==> src/sv/cfp_pkg.sv <==
package cfp_pkg;

    localparam int REPLY_BYTES = 5;
    localparam int IDX_W = $clog2(REPLY_BYTES + 1);
    localparam logic [IDX_W-1:0] LAST_IDX = IDX_W'(REPLY_BYTES - 1);
    localparam logic [IDX_W-1:0] FULL_COUNT = IDX_W'(REPLY_BYTES);

    localparam logic [7:0] CMD_READ_LAST = 8'hFA;
    localparam logic [7:0] CMD_READ_FIRST = 8'h10;
    localparam logic [3:0] NIBBLE_MASK = 4'hF;
    localparam logic [31:0] BYTE_SCALE = 32'd100;
    localparam logic [31:0] DIGIT_SCALE = 32'd10;

    localparam logic [15:0] POLL_INTERVAL_RST = 16'd500;
    localparam logic [15:0] REPLY_TIMEOUT_RST = 16'd2000;
    localparam logic MODEL_KIND_RST = 1'b0;

    localparam int PADDR_W = 4;
    localparam logic [1:0] REG_POLL_INTERVAL = 2'd0;
    localparam logic [1:0] REG_REPLY_TIMEOUT = 2'd1;
    localparam logic [1:0] REG_MODEL_KIND = 2'd2;

    localparam logic FUNC_TICK = 1'b0;
    localparam logic FUNC_BYTE = 1'b1;

    typedef struct packed {
        logic       func;
        logic [7:0] rx_byte;
    } in_t;

    typedef struct packed {
        logic        tx_valid;
        logic [7:0]  tx_byte;
        logic        tx_last;
        logic [31:0] frequency;
        logic        freq_updated;
        logic        connected;
        logic        waiting;
    } result_t;

    typedef struct packed {
        logic [15:0] poll_interval;
        logic [15:0] reply_timeout;
        logic        model_kind;
    } cfg_t;

    typedef logic [REPLY_BYTES-1:0][7:0] store_t;

    typedef struct packed {
        logic   polled;
        logic   model;
        logic   updated;
        logic   connected;
        logic   waiting;
        store_t store;
    } entry_t;

endpackage

==> src/sv/cfp_front.sv <==
module cfp_front (
    input  logic            clk,
    input  logic            rst_n,
    input  cfp_pkg::cfg_t   cfg,
    input  logic            accept,
    input  cfp_pkg::in_t    item,
    output cfp_pkg::entry_t entry
);
    import cfp_pkg::*;

    logic [31:0]      time_now_reg, time_now_next;
    logic [31:0]      last_poll_reg, last_poll_next;
    logic [31:0]      last_reply_reg, last_reply_next;
    logic [IDX_W-1:0] count_reg, count_next;
    logic             wait_reg, wait_next;
    store_t           store_reg, store_next;

    logic [IDX_W-1:0] count_wr;
    logic             wr;
    logic             polled;
    logic             wait_poll;
    logic             updated;
    logic             timed_out;
    logic [31:0]      poll_age;
    logic [31:0]      wait_age;
    logic [31:0]      reply_age;

    always_comb
    begin
        time_now_next = (item.func == FUNC_TICK) ? time_now_reg + 32'd1 : time_now_reg;
        wr = (item.func == FUNC_BYTE) && (count_reg < FULL_COUNT);
        store_next = store_reg;
        for (int i = 0; i < REPLY_BYTES; i++)
        begin
            if (wr && (count_reg == IDX_W'(i)))
            begin
                store_next[i] = item.rx_byte;
            end
        end
        count_wr = wr ? count_reg + IDX_W'(1) : count_reg;

        poll_age = time_now_next - last_poll_reg;
        polled = poll_age >= {16'd0, cfg.poll_interval};
        last_poll_next = polled ? time_now_next : last_poll_reg;
        wait_poll = polled || wait_reg;

        updated = wait_poll && (count_wr >= FULL_COUNT);
        count_next = updated ? '0 : count_wr;
        last_reply_next = updated ? time_now_next : last_reply_reg;

        wait_age = time_now_next - last_poll_next;
        timed_out = wait_age > {16'd0, cfg.reply_timeout};
        wait_next = wait_poll && !updated && !timed_out;

        reply_age = time_now_next - last_reply_next;

        entry.polled = polled;
        entry.model = cfg.model_kind;
        entry.updated = updated;
        entry.connected = reply_age < {16'd0, cfg.reply_timeout};
        entry.waiting = wait_next;
        entry.store = store_next;
    end

    always_ff @(posedge clk or negedge rst_n)
    begin
        if (!rst_n)
        begin
            time_now_reg <= '0;
            last_poll_reg <= '0;
            last_reply_reg <= '0;
            count_reg <= '0;
            wait_reg <= 1'b0;
        end
        else if (accept)
        begin
            time_now_reg <= time_now_next;
            last_poll_reg <= last_poll_next;
            last_reply_reg <= last_reply_next;
            count_reg <= count_next;
            wait_reg <= wait_next;
        end
    end

    always_ff @(posedge clk)
    begin
        if (accept)
        begin
            store_reg <= store_next;
        end
    end

endmodule

==> src/sv/cfp_queue.sv <==
module cfp_queue (
    input  logic            clk,
    input  logic            rst_n,
    input  logic            push,
    input  cfp_pkg::entry_t wdata,
    output logic            full,
    input  logic            pop,
    output cfp_pkg::entry_t rdata,
    output logic            empty
);
    import cfp_pkg::*;

    entry_t     mem_reg [2];
    logic       wptr_reg;
    logic       rptr_reg;
    logic [1:0] count_reg;
    logic       do_push;
    logic       do_pop;

    assign full = count_reg == 2'd2;
    assign empty = count_reg == 2'd0;
    assign do_push = push && !full;
    assign do_pop = pop && !empty;
    assign rdata = mem_reg[rptr_reg];

    always_ff @(posedge clk or negedge rst_n)
    begin
        if (!rst_n)
        begin
            wptr_reg <= 1'b0;
            rptr_reg <= 1'b0;
            count_reg <= 2'd0;
        end
        else
        begin
            if (do_push)
            begin
                wptr_reg <= !wptr_reg;
            end
            if (do_pop)
            begin
                rptr_reg <= !rptr_reg;
            end
            if (do_push && !do_pop)
            begin
                count_reg <= count_reg + 2'd1;
            end
            else if (do_pop && !do_push)
            begin
                count_reg <= count_reg - 2'd1;
            end
        end
    end

    always_ff @(posedge clk)
    begin
        if (do_push)
        begin
            mem_reg[wptr_reg] <= wdata;
        end
    end

endmodule

==> src/sv/cfp_back.sv <==
module cfp_back (
    input  logic             clk,
    input  logic             rst_n,
    input  cfp_pkg::entry_t  q_data,
    input  logic             q_empty,
    output logic             q_pop,
    output cfp_pkg::result_t result,
    output logic             empty,
    input  logic             pop
);
    import cfp_pkg::*;

    typedef enum logic [1:0] {
        S_IDLE,
        S_DECODE,
        S_FINAL,
        S_EMIT
    } state_t;

    state_t           state_reg;
    entry_t           ent_reg;
    logic [IDX_W-1:0] step_reg;
    logic [31:0]      acc_reg;
    logic [31:0]      freq_reg;
    result_t          out_reg;
    logic             out_valid_reg;

    logic [IDX_W-1:0] idx;
    logic [7:0]       b;
    logic [7:0]       digit;
    logic [31:0]      acc_next;
    logic [31:0]      freq_next;
    logic             out_free;
    logic             load_out;
    logic             last_out;
    result_t          emit;

    assign q_pop = (state_reg == S_IDLE) && !q_empty;
    assign out_free = !out_valid_reg || pop;
    assign load_out = (state_reg == S_EMIT) && out_free;
    assign result = out_reg;
    assign empty = !out_valid_reg;

    always_comb
    begin
        idx = ent_reg.model ? LAST_IDX - step_reg : step_reg;
        b = ent_reg.store[idx];
        digit = 8'(b[7:4] & NIBBLE_MASK) * 8'(DIGIT_SCALE) + 8'(b[3:0] & NIBBLE_MASK);
        acc_next = acc_reg * BYTE_SCALE + {24'd0, digit};
        freq_next = ent_reg.model ? acc_reg : acc_reg * DIGIT_SCALE;

        last_out = ent_reg.polled ? (step_reg == LAST_IDX) : 1'b1;
        emit.tx_valid = ent_reg.polled;
        emit.tx_byte = 8'd0;
        if (ent_reg.polled)
        begin
            if (ent_reg.model && (step_reg == '0))
            begin
                emit.tx_byte = CMD_READ_FIRST;
            end
            else if (!ent_reg.model && (step_reg == LAST_IDX))
            begin
                emit.tx_byte = CMD_READ_LAST;
            end
        end
        emit.tx_last = last_out;
        emit.frequency = freq_reg;
        emit.freq_updated = ent_reg.updated;
        emit.connected = ent_reg.connected;
        emit.waiting = ent_reg.waiting;
    end

    always_ff @(posedge clk or negedge rst_n)
    begin
        if (!rst_n)
        begin
            state_reg <= S_IDLE;
            ent_reg <= '0;
            step_reg <= '0;
            acc_reg <= '0;
            freq_reg <= '0;
            out_reg <= '0;
            out_valid_reg <= 1'b0;
        end
        else
        begin
            if (load_out)
            begin
                out_valid_reg <= 1'b1;
            end
            else if (pop)
            begin
                out_valid_reg <= 1'b0;
            end
            case (state_reg)
                S_IDLE:
                begin
                    if (!q_empty)
                    begin
                        ent_reg <= q_data;
                        step_reg <= '0;
                        acc_reg <= '0;
                        state_reg <= q_data.updated ? S_DECODE : S_EMIT;
                    end
                end
                S_DECODE:
                begin
                    acc_reg <= acc_next;
                    step_reg <= step_reg + IDX_W'(1);
                    if (step_reg == LAST_IDX)
                    begin
                        state_reg <= S_FINAL;
                    end
                end
                S_FINAL:
                begin
                    freq_reg <= freq_next;
                    step_reg <= '0;
                    state_reg <= S_EMIT;
                end
                S_EMIT:
                begin
                    if (out_free)
                    begin
                        out_reg <= emit;
                        step_reg <= step_reg + IDX_W'(1);
                        if (last_out)
                        begin
                            state_reg <= S_IDLE;
                        end
                    end
                end
                default:
                begin
                    state_reg <= S_IDLE;
                end
            endcase
        end
    end

endmodule

==> src/sv/cat_frequency_poller.sv <==
// channel   direction  transfer when         payload
// item      in         push && !full         func, rx_byte
// result    out        pop && !empty         tx_valid .. waiting
// config    in         psel&&penable&&pwrite poll_interval, reply_timeout, model_kind
//
// an item is classified in the cycle it is taken; a two-entry queue holds it for the back end
// the back end loads an entry; when a reply is decoded it then takes one byte
// per cycle through the multiply by 100, then the final scale (times 10 when model_kind is 0)
// it emits a result whenever its output register is free; a poll gives 5 results, any other item 1
// reset clears timers, counters, wait flag and frequency; the reply bytes are not cleared
// a stalled result stays on the ports; items keep coming until the queue fills
module cat_frequency_poller (
    input  logic                       clk,
    input  logic                       rst_n,
    input  logic                       push,
    output logic                       full,
    input  cfp_pkg::in_t               item,
    input  logic                       pop,
    output logic                       empty,
    output cfp_pkg::result_t           result,
    input  logic                       psel,
    input  logic                       penable,
    input  logic                       pwrite,
    input  logic [cfp_pkg::PADDR_W-1:0] paddr,
    input  logic [31:0]                pwdata,
    output logic [31:0]                prdata,
    output logic                       pready
);
    import cfp_pkg::*;

    cfg_t   cfg_reg;
    logic   accept;
    logic   cfg_wr;
    entry_t entry;
    entry_t q_data;
    logic   q_empty;
    logic   q_pop;

    assign pready = 1'b1;
    assign cfg_wr = psel && penable && pwrite && pready;
    assign accept = push && !full;

    always_comb
    begin
        case (paddr[3:2])
            REG_POLL_INTERVAL: prdata = {16'd0, cfg_reg.poll_interval};
            REG_REPLY_TIMEOUT: prdata = {16'd0, cfg_reg.reply_timeout};
            REG_MODEL_KIND:    prdata = {31'd0, cfg_reg.model_kind};
            default:           prdata = 32'd0;
        endcase
    end

    always_ff @(posedge clk or negedge rst_n)
    begin
        if (!rst_n)
        begin
            cfg_reg.poll_interval <= POLL_INTERVAL_RST;
            cfg_reg.reply_timeout <= REPLY_TIMEOUT_RST;
            cfg_reg.model_kind <= MODEL_KIND_RST;
        end
        else if (cfg_wr)
        begin
            case (paddr[3:2])
                REG_POLL_INTERVAL: cfg_reg.poll_interval <= pwdata[15:0];
                REG_REPLY_TIMEOUT: cfg_reg.reply_timeout <= pwdata[15:0];
                REG_MODEL_KIND:    cfg_reg.model_kind <= pwdata[0];
                default:           cfg_reg <= cfg_reg;
            endcase
        end
    end

    cfp_front u_front (
        .clk    (clk),
        .rst_n  (rst_n),
        .cfg    (cfg_reg),
        .accept (accept),
        .item   (item),
        .entry  (entry)
    );

    cfp_queue u_queue (
        .clk   (clk),
        .rst_n (rst_n),
        .push  (accept),
        .wdata (entry),
        .full  (full),
        .pop   (q_pop),
        .rdata (q_data),
        .empty (q_empty)
    );

    cfp_back u_back (
        .clk     (clk),
        .rst_n   (rst_n),
        .q_data  (q_data),
        .q_empty (q_empty),
        .q_pop   (q_pop),
        .result  (result),
        .empty   (empty),
        .pop     (pop)
    );

endmodule

==> config.mk <==
export PLATFORM = sky130hd
export DESIGN_NAME = cat_frequency_poller
export DESIGN_NICKNAME = d
export VERILOG_FILES = /design/src/sv/cfp_pkg.sv /design/src/sv/cfp_front.sv /design/src/sv/cfp_queue.sv /design/src/sv/cfp_back.sv /design/src/sv/cat_frequency_poller.sv
export SDC_FILE = /design/constraint.sdc
export NUM_CORES = 1
export LEC_CHECK = 0
export ABC_CLOCK_PERIOD_IN_PS = 14300
export BUFFER_PORTS_ARGS = -buffer_cell sky130_fd_sc_hd__clkbuf_2
export CORE_AREA = 5 5 272 194
export DETAILED_ROUTE_END_ITERATION = 10
export DIE_AREA = 0 0 277 199
export PLACE_DENSITY = 0.86
export SYNTH_ARGS = -nofsm -noshare
export SYNTH_HDL_FRONTEND = slang
export SYNTH_HIERARCHICAL = 1
export SYNTH_SLANG_ARGS = --single-unit
==> constraint.sdc <==
create_clock -name clk -period 14.3 [get_ports clk]
set_input_delay 0 -clock clk [delete_from_list [all_inputs] [get_ports clk]]
set_output_delay 0 -clock clk [all_outputs]
set_load 0.03 [all_outputs]
==> results of run 1 <==
critical path: cells and delay by family, from the launching register on:
family	cells	cell delay (ns)
compound gates	16	3.68
simple gates	21	5.72
flops	1	0.48
buf+inv	2	0.34
xor+xnor	2	0.50
fa+ha+maj	7	2.22
per-layer routing:
metal	GRT usage, %	wire length [um]	vias to the layer above
met5	0	0	-
met4	5.648	1466	0
met3	7.873	8206	126
met2	42.92	34270	967
met1	42.33	36800	12280
li1	-	-	11930
path summary, 6_finish.rpt:
check,endpoint,slack (ns),depth (start not counted)
worst min register to register,u_back/result[35],0.49,2
worst min-delay path,u_front/time_now_reg[31],0.03,2
worst max-delay path,u_queue/mem_reg[0][41],1.14,48
max in group asynchronous,u_back/freq_reg[15],12.17,4
min in group clk,cfg_reg[32],0.09,5
worst max register to register,u_queue/mem_reg[0][41],1.14,48
per-stage QoR:
step	hold slack, ns	instance area, um^2	setup slack, ns	power, mW	cells
after floorplan	-0.2956	31550	3.324	6.580	3323
after global routing	0.09827	34110	0.3029	10.10	4080
after global placement	0.1191	32310	1.934	7.738	3971
after CTS	0.06623	34110	1.536	9.277	4080
after detailed placement	0.1311	32310	1.628	7.980	3971
final	0.03411	34110	1.142	9.399	4080
synthesized netlist by cell type (12+ instances only):
library cell,number
nand3_1,59
buf_2,12
nand2b_1,30
nand2_1,255
and3_1,28
o2111ai_1,12
a31oi_1,23
a22oi_1,12
edfxtp_1,130
buf_4,34
clkbuf_1,82
mux2_2,162
nor2_1,255
o21a_1,31
a211oi_1,23
o21ai_0,194
nor3_1,51
o21bai_1,14
mux2i_1,52
nand4_1,45
inv_1,272
o21ai_1,18
o31ai_1,14
o22ai_1,12
xor2_1,71
nor2b_1,34
dfstp_2,12
ha_1,290
xnor2_1,126
mux2_4,49
and2_1,18
or3_1,21
dfrtp_1,279
fa_1,29
a21o_1,49
nor4_1,21
a21oi_1,248
area by class of cell:
cell class                 count  area, um^2  area share (%)
multi-input combinational   2482       18570           54.44
sequential                   421       11200           32.85
clock buffer                  57        1199           3.514
inverter                     276        1036           3.037
timing repair buffer         147       950.9           2.788
tap                          674       843.3           2.472
clock inverter                23       306.5          0.8987
power groups by stage:
stage                     Clock (mW)  Sequential, mW  Combinational [mW]
after detailed placement           0            2.07                5.91
after global placement             0            2.04                5.70
final                           1.20            2.06                6.13
after CTS                       1.22            2.06                6.00
after global routing            1.27            2.11                6.71
after floorplan                    0            2.03                4.55
what timing repair did:
action,CTS,global route
buffers inserted,0,0
gates resized for setup,0,0
hold endpoints to repair,264,0
hold buffers,29,0
logic make-up (layout without fill, tap and decap cells):
| kind of cell | after synthesis | in the layout | share of synthesized area, % |
|---|---|---|---|
| other | 3 | 19 | 0.03576 |
| muxes | 263 | 263 | 9.783 |
| AOI/OAI and AO/OA | 769 | 769 | 15.39 |
| buffers and inverters | 420 | 503 | 5.805 |
| and+or+nand+nor | 904 | 904 | 14.15 |
| DFF | 421 | 421 | 35.57 |
| adders and majority gates | 327 | 327 | 13.63 |
| xor gates and xnor gates | 200 | 200 | 5.634 |
==> results.toml, run 1 <==
[yosys]
syn_area_per_cell_um2 = 9.522
synth-async-reset-ratio_pct = 69.12
seq_area_frac_synth_pct = 35.57
yosys_warnings = 6
yosysTopAreaCell = "dfrtp_1"
synth_edf_count = 130
synth-main-ff-cell = "dfrtp_1"
synth.distinct_cells = 109
synth_top_area_share_pct = 22.17
synthTopCellsByArea = "dfrtp_1 22%, edfxtp_1 12%, ha_1 12%"
synth_area_um2 = 31490
synth.ff_latch_count = 421
synthCells = 3307

[pwr]
p_seq_share_pct = 21.9
power_density_nw_per_um2 = 275.6
ir_drop_v = 0.0001691
clkPwrFrac_pct = 12.8
p_sw_mw = 4.486
swShare_pct = 47.73
comb_power_share_pct = 65.3
power.leakage_nw = 15.93
internal_power_mw = 4.913

[clock_tree]
cts-root-buf = "clkbuf_16"
clock-sinks = 421
cts_tree = "done"
clk_path_buf_depth = 3
cts_made_buffers = 43
clk_latency_ns = 0.61
cts.reportedPaths.clkPinSlew_ns = 0.08
htreeDepth = 2

[critical_path]
path_max_fanout = 9
required_ns = 14.71
cpMaxStageDelayCell = "nor3_1"
critPathKind = "flop to flop"
slowest_delay_ns = 0.56
crit_path_start = "u_front/time_now_reg[0]"
end_kind = "flop"
cp_common_cell = "ha_1"
crit_arrival_ns = 13.57
start_kind = "flop"
r2r_start = "u_front/time_now_reg[0]"

[final_layout]
layout_common_cells = "289 x ha_1, 277 x dfrtp_1, 272 x inv_1"
drive_above_1_share_pct = 13.95
fillCellCount = 3737
diodes = 0
layout_commonest_cell = "ha_1"
fin_util_pct = 68.12
areaGrowthSynthToFinish_pct = 8.321
fin_nets = 3742
largest_reg_flops = 90

[flow_run]
max-cap-violations = 0

[sta]
clock-skew-final_ns = 0.01907
hold_viol_final = 0
fmax_ghz = 0.07600
finalSetupViolCount = 0
rsz0062_at_grt = "false"
tns_ns = 0
min_period_over_period_pct = 92.01
slew_violations = 0
min_period_ns = 13.16
tightest_slew_ns = 1.225
slew_headroom_pct = 17.58

[global_route]
grt_pass1_wl_mm = 129.5
grt_pass1_vias = 24220
grt_max_degree = 109
gr-total-overflow = 0
grt_usage_pct = 28.64
antenna_found_initial = 0

[drt]
drcViolationCount = 0
routed_via_density = 6.202
drt_iter0_markers = 2618
wl_per_cell_um = 19.79
dr_total_vias = 25300
first_pass_iters = 8
postRouteAntennaNets = 0
routed_wl_mm = 80.75

[place]
routabilityCongestion = 0.9814
port_buffers = 94
hpwl_mm = 58.66

[floorplanning]
die_y_um = 199
rows = 69
initial_utilization_pct = 62.89
coreArea_um2 = 50070
dieArea_um2 = 55120
dieWidth_um = 277
io_pins = 132

[run_status]
status = "finished, final reports clean"

[hold_path]
holdCritPathClass = "input port to asynchronous set/reset pin"
No activity file was read; power rests on OpenSTA's default activity.
==> inputs of run 2 (changes only) <==
--- a/config.mk
+++ b/config.mk
@@ -7,11 +7,10 @@
 export LEC_CHECK = 0
 export ABC_CLOCK_PERIOD_IN_PS = 14300
 export BUFFER_PORTS_ARGS = -buffer_cell sky130_fd_sc_hd__clkbuf_2
-export CORE_AREA = 5 5 272 194
+export CORE_AREA = 5 5 266 190
 export DETAILED_ROUTE_END_ITERATION = 10
-export DIE_AREA = 0 0 277 199
-export PLACE_DENSITY = 0.86
+export DIE_AREA = 0 0 271 195
+export PLACE_DENSITY = 0.85
 export SYNTH_ARGS = -nofsm -noshare
 export SYNTH_HDL_FRONTEND = slang
-export SYNTH_HIERARCHICAL = 1
 export SYNTH_SLANG_ARGS = --single-unit
==> results.toml, run 2 <==
[run_status]
status = "finished, violations left"
violations = "negative hold slack"

[sta]
worst_slack_ns = 1.288
rsz0062_at_grt = "false"
hold_viol_final = 1
min_period_ns = 13.01
slew_headroom_pct = 23.99
finalSetupViolCount = 0
slew_violations = 0
whs_ns = -0.004805
clock-skew-final_ns = 0.05461
min_period_over_period_pct = 90.99
tightest_slew_ns = 1.140
tns_ns = 0
fmax_ghz = 0.07685

[global_route]
grt_pass1_vias = 23740
grt_pass1_wl_mm = 123.0
grt_max_degree = 99
antenna_found_initial = 1
grt_usage_pct = 28.24
gr-total-overflow = 0

[clock_tree]
clk_path_buf_depth = 3
cts_made_buffers = 44
cts_tree = "done"
cts.reportedPaths.clkPinSlew_ns = 0.06
cts-root-buf = "clkbuf_16"
htreeDepth = 2
clk_latency_ns = 0.59
clock-sinks = 421

[drt]
routed_via_density = 6.119
wl_per_cell_um = 19.44
first_pass_iters = 6
dr_total_vias = 24020
drcViolationCount = 0
postRouteAntennaNets = 0
routed_wl_mm = 76.32
drt_iter0_markers = 2492

[floorplanning]
initial_utilization_pct = 62.58
dieWidth_um = 271
coreArea_um2 = 47530
rows = 67
io_pins = 132
die_y_um = 195
dieArea_um2 = 52850

[critical_path]
crit_path_start = "u_front.time_now_reg[0]"
start_kind = "flop"
r2r_setup_slack_ns = 1.29
path_max_fanout = 49
cpMaxStageDelayCell = "xnor2_1"
cp_common_cell = "a21oi_1"
critPathKind = "flop to flop"
reg2regPathDepth = 56
r2r_start = "u_front.time_now_reg[0]"
crit_arrival_ns = 13.40
end_kind = "flop"
required_ns = 14.69
r2r_end = "u_queue.mem_reg[0][41]"
slowest_delay_ns = 0.66

[final_layout]
largest_reg_flops = 90
areaGrowthSynthToFinish_pct = 8.619
layout_common_cells = "310 x nand2_1, 292 x inv_1, 290 x ha_1"
fin_nets = 3643
layout_commonest_cell = "nand2_1"
drive_above_1_share_pct = 10.08
diodes = 0
fillCellCount = 3524

[yosys]
synthTopCellsByCount = "312 x nand2_1, 292 x inv_1, 291 x ha_1, 279 x dfrtp_1, 275 x o21ai_0"
synth_area_um2 = 29740
synthCells = 3211
synth.most_common_cell = "nand2_1"
synth.ff_latch_count = 421
yosysTopAreaCell = "dfrtp_1"
synth-main-ff-cell = "dfrtp_1"
yosys_warnings = 0
synthTopCellsByArea = "dfrtp_1 23%, edfxtp_1 13%, ha_1 12%"
seq_area_frac_synth_pct = 37.66
synth_top_area_share_pct = 23.47
synth-async-reset-ratio_pct = 69.12
synth.distinct_cells = 95
synth_edf_count = 130
syn_area_per_cell_um2 = 9.263

[pwr]
ir_drop_v = 0.0001743
power.leakage_nw = 15.25
power_density_nw_per_um2 = 270.4

[place]
routabilityCongestion = 0.9570
hpwl_mm = 55.91
place_ws_ns = 1.674
port_buffers = 94

[flow_run]
max-cap-violations = 0

[hold_path]
holdCritPathClass = "input port to asynchronous set/reset pin"
[run 2: cell types whose count changed after synthesis, sizes merged, moves of 19 or more]
cell / before / now
o21ai: 212 / 281
buf: 61 / 39
nand2: 256 / 313
mux2i: 52 / 89
clkbuf: 82 / 111
mux2: 211 / 93
nor2: 255 / 236
[run 2: final cells by class]
class                   count  area, um^2  area share (%)
clock buffers              60        1171           3.625
clock inverters            21       212.7          0.6584
well taps                 621       777.0           2.405
multi-input cells        2364       16900           52.30
inverters                 293        1100           3.404
flip-flops and latches    421       11200           34.68
repair buffers            146       945.9           2.928
[run 2: what timing repair did]
action	4_1_cts	5_1_grt
setup buffers	0	0
hold buffers	30	0
gates resized for setup	0	0
hold endpoints to repair	258	0
[run 2: critical path: cells and delay by family (launching register included)]
| family | cells | cell delay (ns) |
|---|---|---|
| buf+inv | 3 | 0.88 |
| fa+ha+maj | 9 | 2.66 |
| flops | 1 | 0.45 |
| compound gates | 25 | 4.62 |
| simple gates | 16 | 3.25 |
| xor+xnor | 3 | 0.93 |
[run 2: logic make-up (layout without fill, tap and decap cells)]
| group | count (synthesis) | count (layout) | synth area share, % |
|---|---|---|---|
| multiplexers | 182 | 182 | 6.516 |
| buffers and inverters | 443 | 520 | 5.919 |
| AND/OR/NAND/NOR | 853 | 853 | 13.49 |
| adder cells (fa/ha/maj) | 338 | 338 | 14.86 |
| other | 2 | 19 | 0.02525 |
| flip-flops | 421 | 421 | 37.66 |
| AO/OA/AOI/OAI | 765 | 765 | 15.35 |
| XOR/XNOR | 207 | 207 | 6.171 |
[run 2: worst max path at each step]
stage	endpoint	slack (ns)	cells after the start
detailed placement	u_queue.mem_reg[1][41]	1.67	56
global placement	u_queue.mem_reg[0][41]	2.01	56
global route	u_queue.mem_reg[0][41]	0.53	56
finish	u_queue.mem_reg[0][41]	1.29	56
CTS	u_queue.mem_reg[0][41]	1.58	56
floorplan	u_queue.mem_reg[0][41]	3.37	53
[run 2: layer usage]
layer	wire length [um]	track usage, %	vias to the layer above	part of all wire (%)
met5	0	0	-	0
met4	1639	6.617	0	2.1
met1	34320	41.30	11540	45
li1	-	-	11320	-
met3	6740	5.877	159	8.8
met2	33620	43.66	1004	44
[run 2: power breakdown]
group / switching (mW) / leakage (nW) / total [mW] / internal [mW]
sequential: 0.321 / 4.83 / 2.05 / 1.73
clock: 0.513 / 0.663 / 1.12 / 0.605
combinational: 3.30 / 9.76 / 5.57 / 2.26
total: 4.14 / 15.3 / 8.74 / 4.60
[run 2: through the flow]
| stage | total power [mW] | utilization (%) | hold slack (ns) | std cells | area, um^2 |
|---|---|---|---|---|---|
| after CTS | 8.677 | 67.97 | 0.009849 | 3926 | 32310 |
| after floorplan | 6.166 | - | -0.2956 | 3228 | 29810 |
| after global routing | 9.476 | 67.97 | 0.04688 | 3926 | 32310 |
| final | 8.737 | 67.97 | -0.004805 | 3926 | 32310 |
| after global placement | 7.182 | 64.43 | 0.08811 | 3815 | 30620 |
| after detailed placement | 7.493 | 64.43 | 0.08488 | 3815 | 30620 |
